<file path="config.mk">
export PLATFORM = sky130hd
export DESIGN_NAME = block_map_allocator_top_flat
export DESIGN_NICKNAME = d
export VERILOG_FILES = /design/src/rtl/bma_pkg.sv /design/src/rtl/bma_req_if.sv /design/src/rtl/bma_rsp_if.sv /design/src/rtl/block_map_allocator_top.sv /design/src/flat_wrapper.sv
export VERILOG_INCLUDE_DIRS = /design/src /design/src/rtl
export SDC_FILE = /design/constraint.sdc
export NUM_CORES = 2
export LEC_CHECK = 0
export BUFFER_PORTS_ARGS = -buffer_cell sky130_fd_sc_hd__buf_2
export CAP_MARGIN = 25
export CORE_MARGIN = 2
export CORE_UTILIZATION = 25
export DETAILED_ROUTE_END_ITERATION = 6
export PLACE_DENSITY = 0.42
export SYNTH_ARGS = -nofsm -noshare
export SYNTH_HDL_FRONTEND = slang
export SYNTH_SLANG_ARGS = --single-unit
</file>
<file path="constraint.sdc">
create_clock -name clk -period 15.3 [get_ports clk]
set_input_delay 0.765 -clock clk [delete_from_list [all_inputs] [get_ports clk]]
set_output_delay 0.765 -clock clk [all_outputs]
set_load 0.005 [all_outputs]
</file>
<file path="src/rtl/assert_macros.svh">
// Assertion helper macros for the block map allocator RTL.
// Included by modules that carry concurrent checks; compiled out under SYNTHESIS.
`ifndef ASSERT_MACROS_SVH
`define ASSERT_MACROS_SVH

`ifndef SYNTHESIS
// property must hold at every clock edge outside reset
`define BMA_ASSERT(lbl, clk, rst_n, prop, msg) \
	lbl: assert property (@(posedge clk) disable iff (!rst_n) (prop)) else $error(msg);
// condition must never be seen outside reset
`define BMA_NEVER(lbl, clk, rst_n, expr, msg) \
	lbl: assert property (@(posedge clk) disable iff (!rst_n) !(expr)) else $error(msg);
`else
`define BMA_ASSERT(lbl, clk, rst_n, prop, msg)
`define BMA_NEVER(lbl, clk, rst_n, expr, msg)
`endif

`endif

</file>
<file path="src/rtl/bma_pkg.sv">
// Shared constants, types and codes for the block map allocator.
// No dependencies; imported by the interfaces and the top level.
`timescale 1ns / 1ps

package bma_pkg;

	localparam int MAP_ENTRIES = 256;
	localparam int BLOCK_BYTES = 65536;

	localparam int BLK_W      = $clog2(MAP_ENTRIES);
	localparam int SLOT_W     = BLK_W + 1;
	localparam int OFS_W      = 48;
	localparam int DOFS_W     = 40;
	localparam int CFG_IDX_W  = 2;
	localparam int CFG_DATA_W = DOFS_W;

	// bitmap search is split into groups: encode inside groups, then pick a group
	localparam int GRP_SIZE = 16;
	localparam int GRP_CNT  = MAP_ENTRIES / GRP_SIZE;
	localparam int GIDX_W   = $clog2(GRP_SIZE);
	localparam int GSEL_W   = $clog2(GRP_CNT);

	typedef logic [1:0] mode_t;
	typedef logic [1:0] status_t;

	localparam mode_t MODE_LOOKUP = 2'd0;
	localparam mode_t MODE_ALLOC  = 2'd1;
	localparam mode_t MODE_FREE   = 2'd2;
	localparam mode_t MODE_CLEAR  = 2'd3;

	localparam status_t ST_OK          = 2'd0;
	localparam status_t ST_NOT_MAPPED  = 2'd1;
	localparam status_t ST_NO_SPACE    = 2'd2;
	localparam status_t ST_ALREADY_MAP = 2'd3;

	localparam logic [CFG_IDX_W-1:0] CFG_SERIAL_MODE = 2'd0;
	localparam logic [CFG_IDX_W-1:0] CFG_SLOT_COUNT  = 2'd1;
	localparam logic [CFG_IDX_W-1:0] CFG_DATA_OFFSET = 2'd2;

	localparam logic [SLOT_W-1:0] SLOT_COUNT_RST = SLOT_W'(MAP_ENTRIES);

endpackage

</file>
<file path="src/rtl/bma_req_if.sv">
// Request channel: valid/ready handshake carrying mode and logical block.
// Depends on bma_pkg.
`timescale 1ns / 1ps

interface bma_req_if import bma_pkg::*; ();
	logic             valid;
	logic             ready;
	mode_t            mode;
	logic [BLK_W-1:0] logical_block;

	modport source (output valid, output mode, output logical_block, input ready);
	modport sink   (input valid, input mode, input logical_block, output ready);
endinterface

</file>
<file path="src/rtl/bma_rsp_if.sv">
// Response channel: valid/ready handshake carrying status, slot and byte offset.
// Depends on bma_pkg.
`timescale 1ns / 1ps

interface bma_rsp_if import bma_pkg::*; ();
	logic              valid;
	logic              ready;
	status_t           status;
	logic [SLOT_W-1:0] physical_slot;
	logic [OFS_W-1:0]  byte_offset;

	modport source (output valid, output status, output physical_slot, output byte_offset,
		input ready);
	modport sink   (input valid, input status, input physical_slot, input byte_offset,
		output ready);
endinterface

</file>
<file path="src/rtl/block_map_allocator_top.sv">
// Block map allocator: maps logical blocks to physical cache-file slots.
// Depends on bma_pkg, bma_req_if, bma_rsp_if and assert_macros.svh.
//
// Requests enter on req (lookup, allocate, free, clear all); each gives one item on rsp.
// The user must write registers through cfg_we/cfg_index/cfg_wdata only while idle;
// the block itself does not enforce it. Steps: accept -> map read and bitmap group
// encode -> decide and write back (S_EXEC) -> slot times block size (S_MUL) -> add
// data offset into the output register (S_FIN). The four steps run one after another
// and the next item waits until the last one is done.
// req.ready is high only while no item is in flight, so map accesses never overlap.
// A result waiting in the output register does not block the next accept; the
// item behind it holds in its last step until rsp.ready frees the register.
// Clear all runs through the same steps: valid bits of map and bitmap drop at once.
// Reset: map empty, all slots free, serial_mode 0, slot_count 256, data_offset 0.
// No clearing pass after reset.
`timescale 1ns / 1ps
`include "assert_macros.svh"

module block_map_allocator_top import bma_pkg::*; (
	input  logic                  clk,
	input  logic                  arst_n,
	input  logic                  cfg_we,
	input  logic [CFG_IDX_W-1:0]  cfg_index,
	input  logic [CFG_DATA_W-1:0] cfg_wdata,
	bma_req_if.sink               req,
	bma_rsp_if.source             rsp
);

	localparam logic [1:0] S_IDLE = 2'd0;
	localparam logic [1:0] S_EXEC = 2'd1;
	localparam logic [1:0] S_MUL  = 2'd2;
	localparam logic [1:0] S_FIN  = 2'd3;

	logic [1:0] state_q;

	// configuration
	logic              serial_q;
	logic [SLOT_W-1:0] slot_count_q;
	logic [DOFS_W-1:0] data_ofs_q;

	// request
	mode_t            mode_q;
	logic [BLK_W-1:0] blk_q;

	// map memory with per-entry valid bits, bitmap in flops
	logic [SLOT_W-1:0]      map_mem [MAP_ENTRIES];
	logic [MAP_ENTRIES-1:0] map_vld_q;
	logic [MAP_ENTRIES-1:0] used_q;
	logic [SLOT_W-1:0]      rd_data_s1;
	logic                   rd_vld_s1;

	logic [MAP_ENTRIES-1:0] free_vec;
	logic [GRP_CNT-1:0]     grp_any;
	logic [GIDX_W-1:0]      grp_idx [GRP_CNT];
	logic [GRP_CNT-1:0]     grp_any_s1;
	logic [GIDX_W-1:0]      grp_idx_s1 [GRP_CNT];

	logic              accept;
	logic              exec;
	logic              fin_load;
	logic [GSEL_W-1:0] sel_g;
	logic              any_free;
	logic [BLK_W-1:0]  found_slot;
	logic [SLOT_W-1:0] entry;
	logic [SLOT_W-1:0] entry_m1;

	status_t           res_status;
	logic [SLOT_W-1:0] res_slot;
	logic              res_ofs_en;
	logic              map_set;
	logic              map_clr;
	logic              clear_all;

	status_t           status_q;
	logic [SLOT_W-1:0] slot_q;
	logic              ofs_en_q;
	logic [OFS_W-1:0]  prod_q;

	logic              out_valid_q;
	status_t           out_status_q;
	logic [SLOT_W-1:0] out_slot_q;
	logic [OFS_W-1:0]  out_ofs_q;

	assign req.ready = (state_q == S_IDLE);
	assign accept    = req.valid && req.ready;
	assign exec      = (state_q == S_EXEC);
	assign fin_load  = (state_q == S_FIN) && (!out_valid_q || rsp.ready);

	assign rsp.valid         = out_valid_q;
	assign rsp.status        = out_status_q;
	assign rsp.physical_slot = out_slot_q;
	assign rsp.byte_offset   = out_ofs_q;

	always_ff @(posedge clk or negedge arst_n) begin
		if (!arst_n) begin
			serial_q     <= 1'b0;
			slot_count_q <= SLOT_COUNT_RST;
			data_ofs_q   <= '0;
		end else if (cfg_we) begin
			case (cfg_index)
				CFG_SERIAL_MODE: serial_q     <= cfg_wdata[0];
				CFG_SLOT_COUNT:  slot_count_q <= cfg_wdata[SLOT_W-1:0];
				CFG_DATA_OFFSET: data_ofs_q   <= cfg_wdata[DOFS_W-1:0];
				default: ;
			endcase
		end
	end

	always_ff @(posedge clk or negedge arst_n) begin
		if (!arst_n) begin
			state_q <= S_IDLE;
		end else begin
			case (state_q)
				S_IDLE: if (accept) state_q <= S_EXEC;
				S_EXEC: state_q <= S_MUL;
				S_MUL:  state_q <= S_FIN;
				S_FIN:  if (fin_load) state_q <= S_IDLE;
				default: state_q <= S_IDLE;
			endcase
		end
	end

	// slots at or above slot_count are never handed out
	always_comb begin
		for (int i = 0; i < MAP_ENTRIES; i++)
			free_vec[i] = !used_q[i] && (SLOT_W'(i) < slot_count_q);
	end

	always_comb begin
		for (int g = 0; g < GRP_CNT; g++) begin
			grp_any[g] = |free_vec[g*GRP_SIZE +: GRP_SIZE];
			grp_idx[g] = '0;
			for (int b = GRP_SIZE - 1; b >= 0; b--)
				if (free_vec[g*GRP_SIZE + b]) grp_idx[g] = GIDX_W'(b);
		end
	end

	always_ff @(posedge clk) begin
		if (accept) begin
			mode_q     <= req.mode;
			blk_q      <= req.logical_block;
			rd_data_s1 <= map_mem[req.logical_block];
			rd_vld_s1  <= map_vld_q[req.logical_block];
			grp_any_s1 <= grp_any;
			for (int g = 0; g < GRP_CNT; g++)
				grp_idx_s1[g] <= grp_idx[g];
		end
		if (exec && map_set)
			map_mem[blk_q] <= {1'b0, found_slot} + 1'b1;
	end

	always_comb begin
		sel_g = '0;
		for (int g = GRP_CNT - 1; g >= 0; g--)
			if (grp_any_s1[g]) sel_g = GSEL_W'(g);
	end

	assign any_free   = |grp_any_s1;
	assign found_slot = {sel_g, grp_idx_s1[sel_g]};
	assign entry      = rd_vld_s1 ? rd_data_s1 : '0;
	assign entry_m1   = entry - 1'b1;

	always_comb begin
		res_status = ST_OK;
		res_slot   = '0;
		res_ofs_en = 1'b0;
		map_set    = 1'b0;
		map_clr    = 1'b0;
		clear_all  = 1'b0;
		if (mode_q == MODE_CLEAR) begin
			clear_all = 1'b1;
		end else if (serial_q) begin
			if (mode_q != MODE_FREE) begin
				res_slot   = {1'b0, blk_q} + 1'b1;
				res_ofs_en = 1'b1;
			end
		end else begin
			case (mode_q)
				MODE_LOOKUP: begin
					if (entry == '0) begin
						res_status = ST_NOT_MAPPED;
					end else begin
						res_slot   = entry;
						res_ofs_en = 1'b1;
					end
				end
				MODE_ALLOC: begin
					if (entry != '0) begin
						res_status = ST_ALREADY_MAP;
						res_slot   = entry;
					end else if (!any_free) begin
						res_status = ST_NO_SPACE;
					end else begin
						map_set    = 1'b1;
						res_slot   = {1'b0, found_slot} + 1'b1;
						res_ofs_en = 1'b1;
					end
				end
				MODE_FREE: begin
					if (entry == '0) begin
						res_status = ST_NOT_MAPPED;
					end else begin
						map_clr    = 1'b1;
						res_slot   = entry;
						res_ofs_en = 1'b1;
					end
				end
				default: ;
			endcase
		end
	end

	always_ff @(posedge clk or negedge arst_n) begin
		if (!arst_n) begin
			map_vld_q <= '0;
			used_q    <= '0;
		end else if (exec) begin
			if (clear_all) begin
				map_vld_q <= '0;
				used_q    <= '0;
			end else if (map_set) begin
				map_vld_q[blk_q]      <= 1'b1;
				used_q[found_slot]    <= 1'b1;
			end else if (map_clr) begin
				map_vld_q[blk_q]          <= 1'b0;
				used_q[entry_m1[BLK_W-1:0]] <= 1'b0;
			end
		end
	end

	// result path: decide, scale slot, add base
	always_ff @(posedge clk) begin
		if (exec) begin
			status_q <= res_status;
			slot_q   <= res_slot;
			ofs_en_q <= res_ofs_en;
		end
		if (state_q == S_MUL)
			prod_q <= OFS_W'(SLOT_W'(slot_q - 1'b1)) * OFS_W'(BLOCK_BYTES);
		if (fin_load) begin
			out_status_q <= status_q;
			out_slot_q   <= slot_q;
			out_ofs_q    <= ofs_en_q ? (OFS_W'(data_ofs_q) + prod_q) : '0;
		end
	end

	always_ff @(posedge clk or negedge arst_n) begin
		if (!arst_n)
			out_valid_q <= 1'b0;
		else if (fin_load)
			out_valid_q <= 1'b1;
		else if (rsp.ready)
			out_valid_q <= 1'b0;
	end

	// every mapped entry owns exactly one used slot
	`BMA_ASSERT(a_bitmap_match, clk, arst_n, $countones(used_q) == $countones(map_vld_q), "bitmap and map valid counts differ")
	// an allocation takes a free slot and leaves it marked used
	`BMA_ASSERT(a_alloc_marks, clk, arst_n, (exec && map_set) |=> used_q[$past(found_slot)], "allocated slot not marked used")
	`BMA_NEVER(a_alloc_taken, clk, arst_n, exec && map_set && used_q[found_slot], "allocation picked a used slot")
	`BMA_ASSERT(a_notmap_zero, clk, arst_n, (out_valid_q && (out_status_q == ST_NOT_MAPPED)) |-> ((out_slot_q == '0) && (out_ofs_q == '0)), "not-mapped result carries a slot")

endmodule
</file>
<file path="src/flat_wrapper.sv">
// flat-port wrapper written by rule: the top's interface ports become plain ports
module block_map_allocator_top_flat import bma_pkg::*;
  (clk, arst_n, cfg_we, cfg_index, cfg_wdata, req_valid, req_mode, req_logical_block, req_ready, rsp_valid, rsp_status, rsp_physical_slot, rsp_byte_offset, rsp_ready);
  bma_req_if req_i ();
  bma_rsp_if rsp_i ();
  input  logic clk;
  input  logic arst_n;
  input  logic cfg_we;
  input  logic [CFG_IDX_W-1:0] cfg_index;
  input  logic [CFG_DATA_W-1:0] cfg_wdata;
  input wire logic [$bits(req_i.valid)-1:0] req_valid;
  input wire logic [$bits(req_i.mode)-1:0] req_mode;
  input wire logic [$bits(req_i.logical_block)-1:0] req_logical_block;
  output wire logic [$bits(req_i.ready)-1:0] req_ready;
  output wire logic [$bits(rsp_i.valid)-1:0] rsp_valid;
  output wire logic [$bits(rsp_i.status)-1:0] rsp_status;
  output wire logic [$bits(rsp_i.physical_slot)-1:0] rsp_physical_slot;
  output wire logic [$bits(rsp_i.byte_offset)-1:0] rsp_byte_offset;
  input wire logic [$bits(rsp_i.ready)-1:0] rsp_ready;
  assign req_i.valid = req_valid;
  assign req_i.mode = req_mode;
  assign req_i.logical_block = req_logical_block;
  assign req_ready = req_i.ready;
  assign rsp_valid = rsp_i.valid;
  assign rsp_status = rsp_i.status;
  assign rsp_physical_slot = rsp_i.physical_slot;
  assign rsp_byte_offset = rsp_i.byte_offset;
  assign rsp_i.ready = rsp_ready;
  block_map_allocator_top u_core (.clk(clk), .arst_n(arst_n), .cfg_we(cfg_we), .cfg_index(cfg_index), .cfg_wdata(cfg_wdata), .req(req_i), .rsp(rsp_i));
endmodule
</file>
Word level (Yosys, flattened, before mapping):

Memories as Yosys holds them, arrays and structs flattened. A register that Yosys moved wholly into a read port is not among the register bits.
Index checks and enable logic that the tools add are counted.

* latch bits: 0
* memory bits (writable): 2368
* input port bits: 57
* memories kept: 2
* logic and storage cells: 1175
* bits in read-only memories: 0
* register bits: 672

* equality and inequality tests: 11
* add/subtract/negate cells: 5
* shifts and indexed selects: 0
* magnitude comparators: 263
* $mul: 0
* reduce and logical (&&, ||, !) cells: 551
* muxes and demuxes: 319
* divide/modulo/power cells: 0
* bitwise operators: 6

Memory list
* u_core.map_mem: words 256, bits a word 9, rd ports 1, clocked after Yosys merged registers in 1, wr ports 1, line block_map_allocator_top.sv:46 `logic [SLOT_W-1:0] map_mem [MAP_ENTRIES];`
* u_core.grp_idx_s1: words 16, bits a word 4, rd ports 1, clocked after Yosys merged registers in 0, wr ports 16, line block_map_allocator_top.sv:56 `logic [GIDX_W-1:0] grp_idx_s1 [GRP_CNT];`

Operators with widths (count)
* $mux 256: 6
* $lt 8x9->1 const A: 128
* $mux 4: 272
* $lt 7x9->1 const A: 64
* $and 256x256->256: 2
* $not 256->256: 2
* $or 256x256->256: 2
* $lt 6x9->1 const A: 32
* $reduce_or 16->1: 17
* $logic_and 1x1->1: 262
* $logic_not 1->1: 257
* $lt 5x9->1 const A: 16
* $lt 4x9->1 const A: 8
* $mux 9: 6
* $add 40x25->41: 1
* $lt 3x9->1 const A: 4
* $lt 8x9->1 const B: 4
* $demux 1 s8: 3
* $ge 8x1->1 const B: 3
* $mux 1: 23
* $add 8x1->9 const B: 2
* $lt 1x9->1 const A: 2
* $lt 2x9->1 const A: 2
* $pmux 9 s2: 1
* other kinds (19): 36

Longest topological paths before layout:

An unclocked memory read counts as a cell.

* depth in word-level cells: 24
* mapped depth: 17
* mapped depth without buffers: 12

Least setup slack after synthesis:

OpenSTA, ideal clock, no wires.

* path kind: register to register
* start point: register u_core.grp_any_s1[2]
* end point: memory u_core.map_mem[0][6] (netlist name) (data pin)
* stages on the path, launching flop included: 15
* clock period less this slack: 13.034 ns
* data required time: 13.654 ns
* arrival: 11.388 ns
* setup slack: 2.266 ns
* library setup time: 1.646 ns
* cells stage by stage: edfxtp_1 > or3_1 > a311oi_4 > nor2_4 > mux4_2 > and2_1 > and3b_1 > buf_4 > inv_2 > ha_1 > buf_2 > nand4_4 > buf_2 > nor2_1 > xnor2_1

* cells in the longest elaborated chain, start to end: 5

RTL lines
* start: declaration: line block_map_allocator_top.sv:55 `logic [GRP_CNT-1:0] grp_any_s1;`
* start signal: assignment: line block_map_allocator_top.sv:144 `grp_any_s1 <= grp_any;`
* $mux 4 (*) (3 in series): line block_map_allocator_top.sv:155 `if (grp_any_s1[g]) sel_g = GSEL_W'(g);`
* $mem_v2 16x4
* $add 8x1->9 (*): line block_map_allocator_top.sv:149 `map_mem[blk_q] <= {1'b0, found_slot} + 1'b1;`
* end: declaration: line block_map_allocator_top.sv:46

Every way passes the cells marked *; elsewhere a longest branch is shown, timed or not.

Worst setup path in the final report:

* start point: register u_core.grp_any_s1[1]
* end point: memory u_core.map_mem[137][4] (netlist name) (data pin)

* cells in the longest elaborated chain, start to end: 4

RTL lines (line)
* $mux 4 (*) (2 in series): block_map_allocator_top.sv:155
* $mem_v2 16x4
* $add 8x1->9 (*): block_map_allocator_top.sv:149

Marks and branches as above.

==> impl_metrics.toml <==
[synth]
synth_area_per_cell_um2 = 15.6
ys.flop_type = "edfxtp_1"
yosysWarnings = 0
synth_most_common_cell = "edfxtp_1"
ys_seq_area_share_pct = 67.4
synth_top_area_share_pct = 56.7
synth_area_leader_cell = "edfxtp_1"
async_flop_share_pct = 18.6
synthTopCellsByCount = "2477 x edfxtp_1, 1033 x o21ai_0, 854 x mux4_2"
ys_seq_elements = 3042
postSynthCellCount = 8405
syn_area_um2 = 131000
ys_types = 95
synth_area_leaders = "edfxtp_1 57%, mux4_2 15%, dfrtp_1 11%"
synth_edf_count = 2477

[sta]
holdWs_ns = 0.164
fin_setup_tns_ns = 0
hold_viol = 0
slew_violations = 0
setup_viol_count_final = 0
period_share_pct = 46.6
worst_pin_slew_ns = 1.36
fmax_mhz = 140
skew_ns = 0.151
fin_crit_ns = 7.13
rsz0062_at_grt = "false"
setup_ws_ns = 8.17
relSlewSlack_pct = 9.10

[layout]
nNetsFinal = 8657
area_delta_synth_final_pct = 16.5
drive_gt1_share_pct = 22.0
finish.utilization_pct = 29.2
stdcell_area_um2 = 153000
final_cells = 15800

[grt]
grt_pass1_wl_um = 633000
grt_max_degree = 253
gr-usage-all-layers_pct = 16.4
grt_pass1_vias = 81200
grt-ovfl-total = 0
antenna_found_initial = 40

[detailed_routing]
firstDrtPassIters = 7
viasPerCell = 5.08
wl_um = 448000
drt-initial-drc-count = 8818
drc = 1
via_count = 80500
wire_per_inst_um = 28.3
ant_nets = 0

[placed_design]
pre_cts_ws_ns = 8.20
placed_cell_area_um2 = 141000
routabilityCongestion = 0.899
dp_cells = 15100
portBuffers = 110
hpwlAfterDp_um = 277000

[outcome]
violations = "design-rule violations"
status = "finished, violations left"

[worst_setup_path]
r2r_start = "u_core.grp_any_s1[1]"
worstPathRequired_ns = 15.96
cp-start-kind = "register"
arrival_ns = 7.79
worstSetupPathType = "reg2reg"
crit_chain = "nor4_1, nand2_1, o22ai_4, mux2_2, o22ai_1, a211oi_1, and3_1, ha_1, nand4_4, xnor2_2, buf_4, buf_4, buf_4"
cpPeakStageDelay_ns = 0.82
cp_common_cell = "buf_4"
cp-startpoint = "u_core.grp_any_s1[1]"
crit_path_end_kind = "register"
crit_fanout = 74
slowest_stage = "o22ai_4"

[die]
ios = 118
die_w_um = 729
die_h_um = 729
initial_core_util_pct = 25.1
core_um2 = 524000
dieArea_um2 = 531000
placement_rows = 266

[clock_tree]
cts_setup_buffers = 0
h-tree-depth = 5
numCtsBuffers = 349
cts.clk_slew.worst_paths_ns = 0.06
cts.sinks = 3042
cts_resized = 0
clock_latency_ns = 1.01
clockRootBuffer = "clkbuf_16"
hold_buffers = 43
clockBufferDepth = 4
cts_tree = "built"

[min_path]
min_path_type = "in2reg"
hp-start = "cfg_index[1]"

[power_and_ir_drop]
pwr_density_cell_nw_per_um2 = 132
p_leak_nw = 52.0
ir_drop_uv = 126
power_mw = 20.2

[flow_run]
cap_violations = 0
==> flip-flops by register name (all words and copies together), names as in the netlist, 8 cells and up <==
name / count
u_core.blk_q: 8
u_core.data_ofs_q: 40
u_core.grp_any_s1: 16
u_core.grp_idx_s1: 64
u_core.map_mem: 2304
u_core.map_vld_q: 256
u_core.prod_q: 9
u_core.rd_data_s1: 9
u_core.rsp.byte_offset: 41
u_core.rsp.physical_slot: 9
u_core.slot_count_q: 9
u_core.slot_q: 9
u_core.used_q: 256
==> layer usage <==
layer | vias up | track usage (%) | part of all wire (%)
met2 | 3297 | 26.7 | 47
li1 | 33600 | - | -
met3 | 834 | 2.64 | 6.2
met4 | 16 | 5.80 | 3.9
met1 | 42700 | 22.1 | 43
met5 | - | 0 | 0.026
==> worst max-delay path, delay by kind of cell, from the launching register on <==
family	cells	cell delay [ns]
fa+ha+maj	1	0.59
mux	1	0.33
compound gates	3	1.18
flops	1	0.50
simple gates	4	1.60
xor+xnor	1	0.29
buf+inv	3	1.99
==> path summary, 6_finish.rpt <==
check	end	slack, ns	cells past startpoint
hold reg to reg	u_core.data_ofs_q[1]	0.50	1
max in group asynchronous	u_core.map_vld_q[68]	11.38	7
hold / removal	u_core.serial_q	0.16	3
setup reg to reg	u_core.map_mem[137][4]	8.17	13
min in group asynchronous	u_core.data_ofs_q[13]	0.33	2
setup / recovery	u_core.map_mem[137][4]	8.17	13
==> cell usage in the layout (no fill, tap or decap), types with 22 or more instances in the layout <==
cell type      count
clkinv_1          85
dlygate4sd3_1     43
nand2b_1          56
and2_1            57
o21ai_0         1032
clkinv_2          56
nor3_1            86
mux4_2           854
a21oi_1          769
ha_1              22
a211oi_1          38
nand3_1           80
mux2_2            54
buf_2            103
o22ai_1           23
o22a_1           120
nor2b_1           28
inv_1             47
nand2_1          298
buf_6             48
dfrtp_1          564
edfxtp_1        2477
buf_4            262
nor2_1           576
bufinv_16         26
clkbuf_1          67
o21ai_1           51
clkbuf_16        354
nor3b_1           46
==> where the power goes <==
group / total (mW) / internal, mW / leakage (nW) / switching (mW)
Sequential: 9.47 / 9.32 / 32.8 / 0.156
Combinational: 2.42 / 0.617 / 13.8 / 1.80
Clock: 8.29 / 4.74 / 5.43 / 3.55
==> kinds of logic (layout without fill, tap and decap cells) <==
logic type	Yosys count	in the layout	synth area share, %
flops	3042	3042	67.4
mux	922	922	15.2
xor+xnor	35	35	0.234
simple gates	1407	1407	5.04
fa+ha+maj	23	23	0.225
buf+inv	720	1175	2.22
other cells	1	21	0.00286
compound gates	2255	2255	9.60
==> layout make-up <==
cell class                      instances  area, um^2
Fill cell                           51900      371000
Sequential cell                      3042       88500
Multi-Input combinational cell       4649       40200
Clock buffer                          429        9220
Tap cell                             6968        8720
Timing Repair Buffer                  486        4060
Clock inverter                        211        1970
Inverter                               49         191
Antenna cell                           14        35.0
Note: power is estimated with default switching activity, not from simulation.
